===== src/rtl/utwc_pkg.sv =====
package utwc_pkg;

  localparam int DEPTH        = 64;
  localparam int COORD_BITS   = 16;
  localparam int PAYLOAD_BITS = 32;

  localparam int ADDR_W  = $clog2(DEPTH);
  // count runs to DEPTH, cursor to DEPTH + 1
  localparam int CNT_W   = $clog2(DEPTH + 2);
  localparam int KEY_W   = 3 * COORD_BITS;
  localparam int ENTRY_W = KEY_W + PAYLOAD_BITS;

  typedef enum logic [2:0] {
    MODE_CLEAR,
    MODE_INSERT,
    MODE_FIND,
    MODE_DELETE,
    MODE_RETRIEVE,
    MODE_FIRST,
    MODE_NEXT,
    MODE_LAST
  } mode_t;

  typedef enum logic [1:0] {
    ERR_NONE,
    ERR_FULL,
    ERR_EMPTY,
    ERR_BOUNDS
  } err_t;

  typedef enum logic [2:0] {
    ST_IDLE,
    ST_SCAN,
    ST_DEL_RD,
    ST_DEL_WR,
    ST_RET_RD,
    ST_RET_WR,
    ST_RESP
  } state_t;

endpackage


===== src/rtl/utwc_cmp.sv =====
module utwc_cmp (
  input  logic                       valid,
  input  logic [utwc_pkg::KEY_W-1:0] probe,
  input  logic [utwc_pkg::KEY_W-1:0] stored,
  output logic                       hit
);

  // full three-coordinate key match, only on a slot that was really read
  assign hit = valid && (probe == stored);

endmodule


===== config.mk =====
export PLATFORM = sky130hd
export DESIGN_NAME = utwc_cmp
export DESIGN_NICKNAME = d
export VERILOG_FILES = /design/src/rtl/utwc_pkg.sv /design/src/rtl/utwc_cmp.sv
export SDC_FILE = /design/constraint.sdc
export NUM_CORES = 1
export LEC_CHECK = 0
export BUFFER_PORTS_ARGS = -buffer_cell sky130_fd_sc_hd__buf_4
export CAP_MARGIN = 20
export CORE_AREA = 2 2 50 52
export DETAILED_ROUTE_END_ITERATION = 6
export DIE_AREA = 0 0 52 54
export GPL_TIMING_DRIVEN = 0
export PLACE_DENSITY = 0.77
export SLEW_MARGIN = 20
export SYNTH_ARGS = -nofsm -noshare
export SYNTH_HDL_FRONTEND = slang
export SYNTH_SLANG_ARGS = --single-unit

===== constraint.sdc =====
create_clock -name vclk -period 1
set_clock_uncertainty 0.1 [all_clocks]
set_input_delay 0.1 -clock vclk [all_inputs]
set_output_delay 0.1 -clock vclk [all_outputs]
set_load 0.02 [all_outputs]

==> impl_metrics.env <==
export IMPL_synth_fa_ha_area_share_pct=0
export IMPL_worst_setup_path_end_kind="primary output"
export IMPL_synth_simple_gate_area_share_pct=20.6
export IMPL_synth_xor_area_share_pct=79.4
export IMPL_max_vdd_ir_drop_mv=0.210
export IMPL_maxSlewHeadroom_pct=80.3
export IMPL_wl_mm=2.45
export IMPL_first_pass_iters=2
export IMPL_initial_utilization_pct=22.8
export IMPL_cp_start_kind="input pin"
export IMPL_hold_viol_final=0
export IMPL_top_layer="met4"
export IMPL_setup_ws_ps=-533
export IMPL_yosys_area_top_type_share_pct=77.8
export IMPL_routedWlPerCell_um=12.7
export IMPL_fin_hold_ws_ps=515
export IMPL_synthTopCellsByCount="xor2_1, nor4_1, nand3_1, nand4_1"
export IMPL_synthTopCellsByArea="xor2_1, nor4_1, nand4_1"
export IMPL_antenna_found_initial=0
export IMPL_yosysSeqAreaShare_pct=0
export IMPL_drtAntennaViolNets=0
export IMPL_postCtsSetupBuffers=0
export IMPL_synth_avg_cell_area_um2=8.14
export IMPL_synth_compound_area_share_pct=0
export IMPL_tightest_slew_ps=293
export IMPL_dp_cells=193
export IMPL_synth_top_family_by_area="XOR/XNOR gates"
export IMPL_area_delta_synth_final_pct=161
export IMPL_rsz0062_at_grt="true"
export IMPL_slew_violations=0
export IMPL_rows=18
export IMPL_hold_path_class="input pin to primary output"
export IMPL_clkbuf_count=0
export IMPL_vias_per_cell=4.52
export IMPL_drc=0
export IMPL_arrival_ps=1330
export IMPL_grt_pass1_wl_mm=3.30
export IMPL_setup_viol=1
export IMPL_seqCellArea_um2=0
export IMPL_wl_met3_um=358
export IMPL_p_leak_nw=0.714
export IMPL_min_period_ps=1530
export IMPL_dr_wl_met2_mm=1.36
export IMPL_crit_fanout=1
export IMPL_synth_top_area_cell="xor2_1"
export IMPL_syn_inst=65
export IMPL_placed_area_mm2=0.00131
export IMPL_nets=262
export IMPL_coreArea_mm2=0.00232
export IMPL_status="finished, violations left"
export IMPL_nFlopsAndLatches=0
export IMPL_fmax_mhz=652
export IMPL_violations="negative setup slack"
export IMPL_grt_max_degree=2
export IMPL_finalNonFillerCells=193
export IMPL_yosysUniqueCellTypes=7
export IMPL_yosysWarnings=0
export IMPL_grt_usage_pct=15.2
export IMPL_yosysMostFrequentCell="xor2_1"
export IMPL_powerDensity_mw_per_mm2=371
export IMPL_path_class="input pin to primary output"
export IMPL_dpl_hpwl_mm=2.13
export IMPL_gp_congestion=0.668
export IMPL_vias=873
export IMPL_synth_fp_nets=162
export IMPL_final_area_mm2=0.00138
export IMPL_die_width_um=52
export IMPL_overflow=0
export IMPL_cap_violations=0
export IMPL_muxShareOfSynthArea_pct=0
export IMPL_drive_gt1_share_pct=63.8
export IMPL_grt_pass1_vias=846
export IMPL_fillers=194
export IMPL_fin_setup_tns_ps=-533
export IMPL_ios=98
export IMPL_drt_iter0_markers=7
export IMPL_syn_area_um2=529
export IMPL_die_area_mm2=0.00281
export IMPL_drt_met1_wl_um=710
export IMPL_crit_required_ps=800
export IMPL_port_buffers=98
export IMPL_dp_slack_ps=-614
export IMPL_period_share_pct=153
export IMPL_die_y_um=54
export IMPL_antennaDiodeCount=0
## routing by layer
| metal | vias to the layer above | track usage, % |
|---|---|---|
| met2 | 68 | 33.8 |
| met4 | 0 | 1.32 |
| met5 | - | 0 |
| met1 | 382 | 14.4 |
| li1 | 421 | - |
| met3 | 2 | 3.06 |
## cell usage in the layout, fill, tap and decap left out, drive strengths merged
cell type and count:
xor2 47, buf 98, nor4 12, nand4 2
xnor2 1, nor3 1, nand3 2
## per-stage QoR
step           power, W  util [%]
6_report       0.000512      59.5
5_1_grt        0.000550      59.5
4_1_cts        0.000497      57.8
3_5_place_dp   0.000482      56.5
3_3_place_gp   0.000463      56.5
2_1_floorplan  0.000138         -
## timing repair
action / CTS / global route
setup endpoints to repair: 1 / 1
gates resized for setup: 7 / 8
hold buffers: 0 / 0
pin swaps: 10 / 9
## logic make-up after synthesis
family,after synthesis
xor+xnor,48
simple gates,17
## critical path, stage by stage
cell	delay, ps
buf_6	90
xor2_2	160
nor4_2	290
nand4_1	200
nor4_4	300
buf_4	180
## path summary, 6_finish.rpt
path	from	end	slack, ps	cells past startpoint
max	probe[38]	hit	-530	6
min	valid	hit	510	4
## final cells by class
type | instances | area, um^2 | area share, %
Timing Repair Buffer | 98 | 773 | 56.0
Tap cell | 30 | 37.5 | 2.72
Multi-Input combinational cell | 65 | 571 | 41.3
## power by group
group / internal, W / switching [W]
Clock: 0 / 0
Combinational: 0.000345 / 0.000167
Sequential: 0 / 0
No activity file was read; power rests on OpenSTA's default activity.
