File: config.mk
export PLATFORM = sky130hd
export DESIGN_NAME = utwc_ram
export DESIGN_NICKNAME = d
export VERILOG_FILES = /design/src/rtl/utwc_ram.sv
export SDC_FILE = /design/constraint.sdc
export NUM_CORES = 1
export LEC_CHECK = 0
export BUFFER_PORTS_ARGS = -buffer_cell sky130_fd_sc_hd__buf_4
export CORE_ASPECT_RATIO = 0.9
export CORE_MARGIN = 2
export CORE_UTILIZATION = 33
export CTS_BUF_LIST = sky130_fd_sc_hd__clkbuf_16
export DETAILED_ROUTE_END_ITERATION = 8
export GPL_TIMING_DRIVEN = 0
export PLACE_DENSITY_LB_ADDON = 0.15
export SYNTH_ARGS = -nofsm -noshare
export SYNTH_HDL_FRONTEND = slang
export SYNTH_SLANG_ARGS = --single-unit
File: constraint.sdc
create_clock -name clk -period 1.95 [get_ports clk]
set_input_delay 0.195 -clock clk [delete_from_list [all_inputs] [get_ports clk]]
set_output_delay 0.195 -clock clk [all_outputs]
set_load 0.02 [all_outputs]
File: src/rtl/utwc_ram.sv
module utwc_ram #(
  parameter int WIDTH = 8,
  parameter int DEPTH = 16
) (
  input  logic                     clk,
  input  logic                     we,
  input  logic [$clog2(DEPTH)-1:0] waddr,
  input  logic [WIDTH-1:0]         wdata,
  input  logic                     re,
  input  logic [$clog2(DEPTH)-1:0] raddr,
  output logic [WIDTH-1:0]         rdata
);

  logic [WIDTH-1:0] mem [DEPTH];

  always_ff @(posedge clk) begin
    if (we) begin
      mem[waddr] <= wdata;
    end
    if (re) begin
      rdata <= mem[raddr];
    end
  end

endmodule

==> impl_metrics.py, run 1 <==
metrics = {
    "run_status": {
        "status": "completed",
    },
    "drt": {
        "drt-met1-wl_um": 5320,
        "wl_met3_um": 613,
        "final_antenna_net_count": 0,
        "detail_route.drc_violations": 0,
        "num_vias": 2384,
        "wl_final_um": 10900,
        "route.met2.wl_um": 4880,
        "route.detailed.wl_per_inst_um": 22.3,
        "route.detailed.vias_per_inst": 4.88,
        "drt_iter0_drc": 186,
        "dr.max_layer_used": "met4",
        "firstDrtPassIters": 6,
    },
    "cts": {
        "cts_sinks": 136,
        "clk-insertion-delay-late_ns": 0.41,
        "ctsHoldBuffers": 0,
        "ctsLongestPathBuffers": 2,
        "cts.repair_timing.setup_buffer_count": 0,
        "clk_tree_root_cell": "clkbuf_16",
        "htree_levels": 4,
        "ctsResizeCount": 0,
        "clk_transition_reported_paths_ns": 0.05,
        "cts_tree": "done",
        "cts_made_buffers": 17,
    },
    "sta": {
        "achievable-frequency_mhz": 630,
        "finalWorstPathRequiredPeriod_ns": 1.59,
        "final_critical_path_share_of_the_clock_period": 0.814,
        "timing.final.max_slew_violations": 0,
        "unrepaired_setup_endpoints_after_global_routing": "no",
        "finalSetupViolCount": 0,
        "timing.max_slew.rel_slack": 0.188,
        "worst_hold_margin_ns": 0.0732,
        "layout_setup_ws_ns": 0.362,
        "final_hold_viol_count": 0,
        "timing_worst_slew_pin_value_ns": 1.21,
        "finClkSkew_ns": 0.00591,
    },
    "layout": {
        "design_area_um2": 6250,
        "antennaDiodeCount": 0,
        "post_layout_nonfiller_instances": 489,
        "drive_above_1_share": 0.282,
        "syn2layout_area_growth_pct": 19.7,
        "nets": 293,
        "num-fill-cells": 1377,
    },
    "floorplan": {
        "die_x_um": 137,
        "floorplan.rows": 43,
        "ioPinCount": 27,
        "fp.dieArea_um2": 16900,
        "core_area_um2": 15400,
        "die_h_um": 123,
        "start_util": 0.339,
    },
    "worst_hold_path": {
        "worstHoldStart": "re",
        "min-delay-path-class": "in -> reg",
        "hold_path_depth": 1,
        "worstHoldEndpoint": "rdata[0]",
    },
    "setup_path": {
        "cp_slowest_cell": "mux4_1",
        "critical_path.cell_chain": "mux4_1 > a22oi_1 > nand2_1",
        "critPathKind": "reg -> reg",
        "critPathBufInv": 0,
        "r2r_cells": 3,
        "worst_ep_required_time_ns": 2.09,
        "path_max_fanout": 1,
        "regToRegEndpoint": "rdata[4]",
        "timing.critical_path.arrival_ns": 1.72,
        "ff2ff_setup_slack_ns": 0.36,
        "critPathCaptureType": "register",
        "worst_r2r_startpoint": "mem[10][4]",
        "slowest_delay_ns": 0.51,
        "worst_path_dominant_cell_family": "multiplexers",
        "critical_path.startpoint_type": "register",
    },
    "placed_design": {
        "worst_slack_placed_ns": -0.0331,
        "dpl_cell_area_um2": 5680,
        "place_hpwl_um": 7300,
        "place.gp.congestion": 0.721,
        "placement.io_buffers": 25,
        "dpl.cell_count": 457,
    },
    "synthesis": {
        "post_synth_num_cell_types": 18,
        "ys_ff_latch": 136,
        "post_synth_instance_area_um2": 5230,
        "post_synth.cell_area_avg_um2": 22.8,
        "synth_sequential_area_ratio": 0.781,
        "synth-warning-count": 0,
        "syn-num-nets": 248,
        "synthesis.instances": 229,
    },
    "global_route": {
        "vias_in_the_first_global_route": 2430,
        "largest_net_degree_at_the_start_of_global_routing": 17,
        "grt_pass1_wl_um": 15700,
        "grt.overflow.total": 0,
        "antenna_violations_before_repair": 0,
        "grt_util_all_layers": 0.141,
    },
    "power": {
        "vdd_drop_max_mv": 0.567,
        "power.density_cell_area_nw_per_um2": 1080,
        "post-layout-total-power_w": 0.00673,
        "total_leakage_power_nw": 2.08,
    },
    "flow_run": {
        "max_cap_violations": 0,
    },
}
-- sequential cells by signal, summed over array words and instances (netlist names) --
signal,cells
mem,128
rdata,8
-- cell usage after synthesis, drive strengths merged --
cell	n	area, µm²
nor3	4	20.0
nand3	1	5.00
nand3b	2	15.0
clkdlybuf4s25	3	30.0
and2	1	6.26
mux4	32	773
or3b	1	8.76
buf	7	56.3
nand2	9	33.8
edfxtp	136	4080
nand2b	2	12.5
a22oi	16	120
and2b	1	7.51
nor2b	1	6.26
nor2	13	48.8
-- per-layer routing --
metal | track usage | vias to the layer above
met1 | 0.203 | 1239
met5 | 0 | -
met4 | 0.0430 | 0
met2 | 0.200 | 67
met3 | 0.0488 | 5
li1 | - | 1073
-- worst max path at each step --
stage / from / end / slack, ns / cells past startpoint
after floorplan: waddr[2] / mem[0][0] / 0.26 / 2
after global placement: waddr[2] / mem[0][3] / -0.43 / 3
after detailed placement: waddr[3] / mem[4][3] / -0.03 / 3
after CTS: mem[7][3] / rdata[3] / 0.35 / 3
after global routing: mem[5][3] / rdata[3] / 0.29 / 3
final: mem[10][4] / rdata[4] / 0.36 / 3
-- cells by family after synthesis --
| kind of cell | synth area share |
|---|---|
| muxes | 0.148 |
| AOI/OAI and AO/OA | 0.0230 |
| buffers and inverters | 0.0165 |
| and+or+nand+nor | 0.0314 |
| DFF | 0.781 |
-- stage by stage --
stage	util	setup TNS, ns
after floorplan	-	0
after global placement	0.367	-5.88
after detailed placement	0.368	-0.262
after CTS	0.405	0
after global routing	0.405	0
final	0.405	0
-- layout make-up --
type | count | area [µm²] | share of cell area
Buffer | 10 | 86.3 | 0.0138
Clock buffer | 17 | 425 | 0.0680
Clock inverter | 15 | 146 | 0.0234
Multi-Input combinational cell | 83 | 1070 | 0.171
Sequential cell | 136 | 4080 | 0.653
Tap cell | 202 | 253 | 0.0404
Timing Repair Buffer | 26 | 193 | 0.0308
-- power breakdown --
group          total, W  switching, W  internal [W]
clock           0.00308       0.00111       0.00197
combinational  0.000349      0.000204      0.000145
sequential      0.00331     0.0000140       0.00330
total           0.00673       0.00133       0.00541
-- cell usage in the layout, fill, tap and decap left out, types with 2 or more instances in the layout --
cell and count:
mux4_1 14, nand3b_1 2, nor3_1 2, clkinv_1 3, nor2_1 13, clkdlybuf4s25_2 3, buf_4 26, clkbuf_16 17
nor3_2 2, clkinv_2 2, inv_1 5, bufinv_16 3, a22oi_1 16, buf_6 3, buf_2 4, nand2_1 9
nand2b_1 2, edfxtp_1 136, mux4_2 18
-- worst reg2reg max path: cells and delay by family, from the launching register on --
family / cells / cell delay, ns
simple gates: 1 / 0.14
compound gates: 1 / 0.30
flops: 1 / 0.36
mux: 1 / 0.51
Note: power is estimated with default switching activity, not from simulation.
==> inputs of run 2 (changes only) <==
clock period = 1.5 ns   (was 1.95 ns; I/O delays follow)
==> run 2 against run 1 <==
Effect of this change:
- the run now ends with negative setup slack left
- count of clock-buffer cells in the layout is the same
- worst hold slack lost 0.048 ns
- via count grew 1.1%
- sequential power grew 30%
- first-iteration DRC count grew 47%
- clock power grew 42%
- critical path type unchanged
- critical endpoint is now rdata[2]
- largest power group is now clock
==> impl_metrics.py, run 2 (synthesized netlist as in run 1, its figures left out) <==
metrics = {
    "run_status": {
        "status": "finished with violations",
        "violations": "negative setup slack",
    },
    "floorplan": {
        "core_area_um2": 15400,
        "floorplan.rows": 43,
        "ioPinCount": 27,
        "die_h_um": 123,
        "start_util": 0.339,
        "fp.dieArea_um2": 16900,
        "die_x_um": 137,
    },
    "global_route": {
        "largest_net_degree_at_the_start_of_global_routing": 17,
        "antenna_violations_before_repair": 0,
        "grt_pass1_wl_um": 16400,
        "grt_util_all_layers": 0.144,
        "vias_in_the_first_global_route": 2447,
        "grt.overflow.total": 0,
    },
    "worst_hold_path": {
        "min-delay-path-class": "in -> reg",
        "worstHoldStart": "re",
    },
    "setup_path": {
        "worst_ep_required_time_ns": 1.65,
        "critical_path.cell_chain": "mux4_2 > a22oi_2 > nand2_1",
        "regToRegEndpoint": "rdata[2]",
        "slowest_delay_ns": 0.51,
        "cp_slowest_cell": "mux4_2",
        "worst_r2r_startpoint": "mem[3][2]",
        "r2r_cells": 3,
        "critPathCapture": "rdata[2]",
        "crit_path_start": "mem[3][2]",
        "critPathCaptureType": "register",
        "timing.critical_path.arrival_ns": 1.65,
        "critPathKind": "reg -> reg",
        "path_max_fanout": 1,
        "ff2ff_setup_slack_ns": -0.001,
        "critical_path.startpoint_type": "register",
    },
    "drt": {
        "wl_final_um": 11100,
        "detail_route.drc_violations": 0,
        "num_vias": 2410,
        "drt_iter0_drc": 274,
        "route.detailed.vias_per_inst": 4.93,
        "final_antenna_net_count": 0,
        "firstDrtPassIters": 5,
        "route.detailed.wl_per_inst_um": 22.6,
    },
    "sta": {
        "worst_hold_margin_ns": 0.0251,
        "finalWorstPathRequiredPeriod_ns": 1.50,
        "final_hold_viol_count": 0,
        "finalSetupViolCount": 1,
        "fin_tns_setup_ns": -0.00121,
        "final_critical_path_share_of_the_clock_period": 1.00,
        "achievable-frequency_mhz": 666,
        "layout_setup_ws_ns": -0.00121,
        "unrepaired_setup_endpoints_after_global_routing": "yes",
        "timing.final.max_slew_violations": 0,
        "timing_worst_slew_pin_value_ns": 0.882,
        "finClkSkew_ns": 0.0153,
        "timing.max_slew.rel_slack": 0.410,
    },
    "cts": {
        "cts_tree": "done",
        "htree_levels": 4,
        "clk-insertion-delay-late_ns": 0.41,
        "clk_tree_root_cell": "clkbuf_16",
        "cts_made_buffers": 17,
        "cts_sinks": 136,
        "clk_transition_reported_paths_ns": 0.05,
        "ctsHoldBuffers": 0,
        "ctsLongestPathBuffers": 2,
    },
    "layout": {
        "post_layout_nonfiller_instances": 489,
        "reg.largest.list": "mem x128, rdata x8",
        "syn2layout_area_growth_pct": 21.5,
        "largest_reg_flops": 128,
        "final_core_utilization": 0.411,
        "design_area_um2": 6350,
        "largest-register": "mem",
        "num-fill-cells": 1358,
        "antennaDiodeCount": 0,
        "nets": 293,
        "drive_above_1_share": 0.348,
        "layout_commonest_cell": "edfxtp_1",
        "layout_common_cells": "edfxtp_1, buf_4, mux4_2, clkbuf_16",
    },
    "placed_design": {
        "dpl_cell_area_um2": 5690,
        "placement.io_buffers": 25,
        "place_hpwl_um": 6980,
        "dpl.cell_count": 457,
        "place.gp.congestion": 0.792,
    },
    "power": {
        "power.density_cell_area_nw_per_um2": 1440,
        "vdd_drop_max_mv": 0.877,
        "total_leakage_power_nw": 2.09,
    },
    "flow_run": {
        "max_cap_violations": 0,
    },
}
run 2: area by class of cell:
cell class | count | area [µm²] | share of cell area
clock inverter | 15 | 194 | 0.0305
tap | 202 | 253 | 0.0398
clock buffer | 17 | 425 | 0.0670
sequential | 136 | 4080 | 0.643
buffer | 10 | 86.3 | 0.0136
timing repair buffer | 26 | 195 | 0.0307
multi-input combinational | 83 | 1110 | 0.175
run 2: through the flow:
step	setup WS, ns	total power [W]
floorplan	0.0676	0.00462
global placement	-0.529	0.00484
detailed placement	-0.425	0.00485
CTS	0.00609	0.00922
global route	-0.0405	0.00943
finish	-0.00121	0.00915
run 2: critical path, delay by kind of cell (launching register included):
family,cells,cell delay [ns]
AOI/OAI and AO/OA,1,0.28
muxes,1,0.51
and+or+nand+nor,1,0.08
DFF,1,0.36
run 2: worst min path at each step:
stage	to	slack [ns]	cells after the start
final	rdata[3]	0.03	1
after global placement	rdata[1]	0.44	1
after CTS	rdata[0]	0.008	1
after global routing	rdata[0]	0.01	1
after detailed placement	rdata[0]	0.44	1
after floorplan	mem[0][0]	0.25	0
run 2: repair_timing:
item	CTS	global route
pin swaps	5	4
setup buffers	0	0
resized for setup	12	6
setup endpoints to repair	16	22
run 2: metal layers:
layer	vias up	track usage	routed length, µm
met2	67	0.200	4940
met1	1266	0.218	5410
met5	-	0	0
met3	11	0.0377	609
li1	1066	-	-
met4	0	0.0482	114
run 2: report_power, final:
part / switching, W / leakage [nW] / total, W / internal [W]
clock: 0.00147 / 0.318 / 0.00437 / 0.00290
sequential: 0.0000187 / 1.24 / 0.00430 / 0.00428
combinational: 0.000285 / 0.534 / 0.000484 / 0.000199
total: 0.00177 / 2.09 / 0.00915 / 0.00738
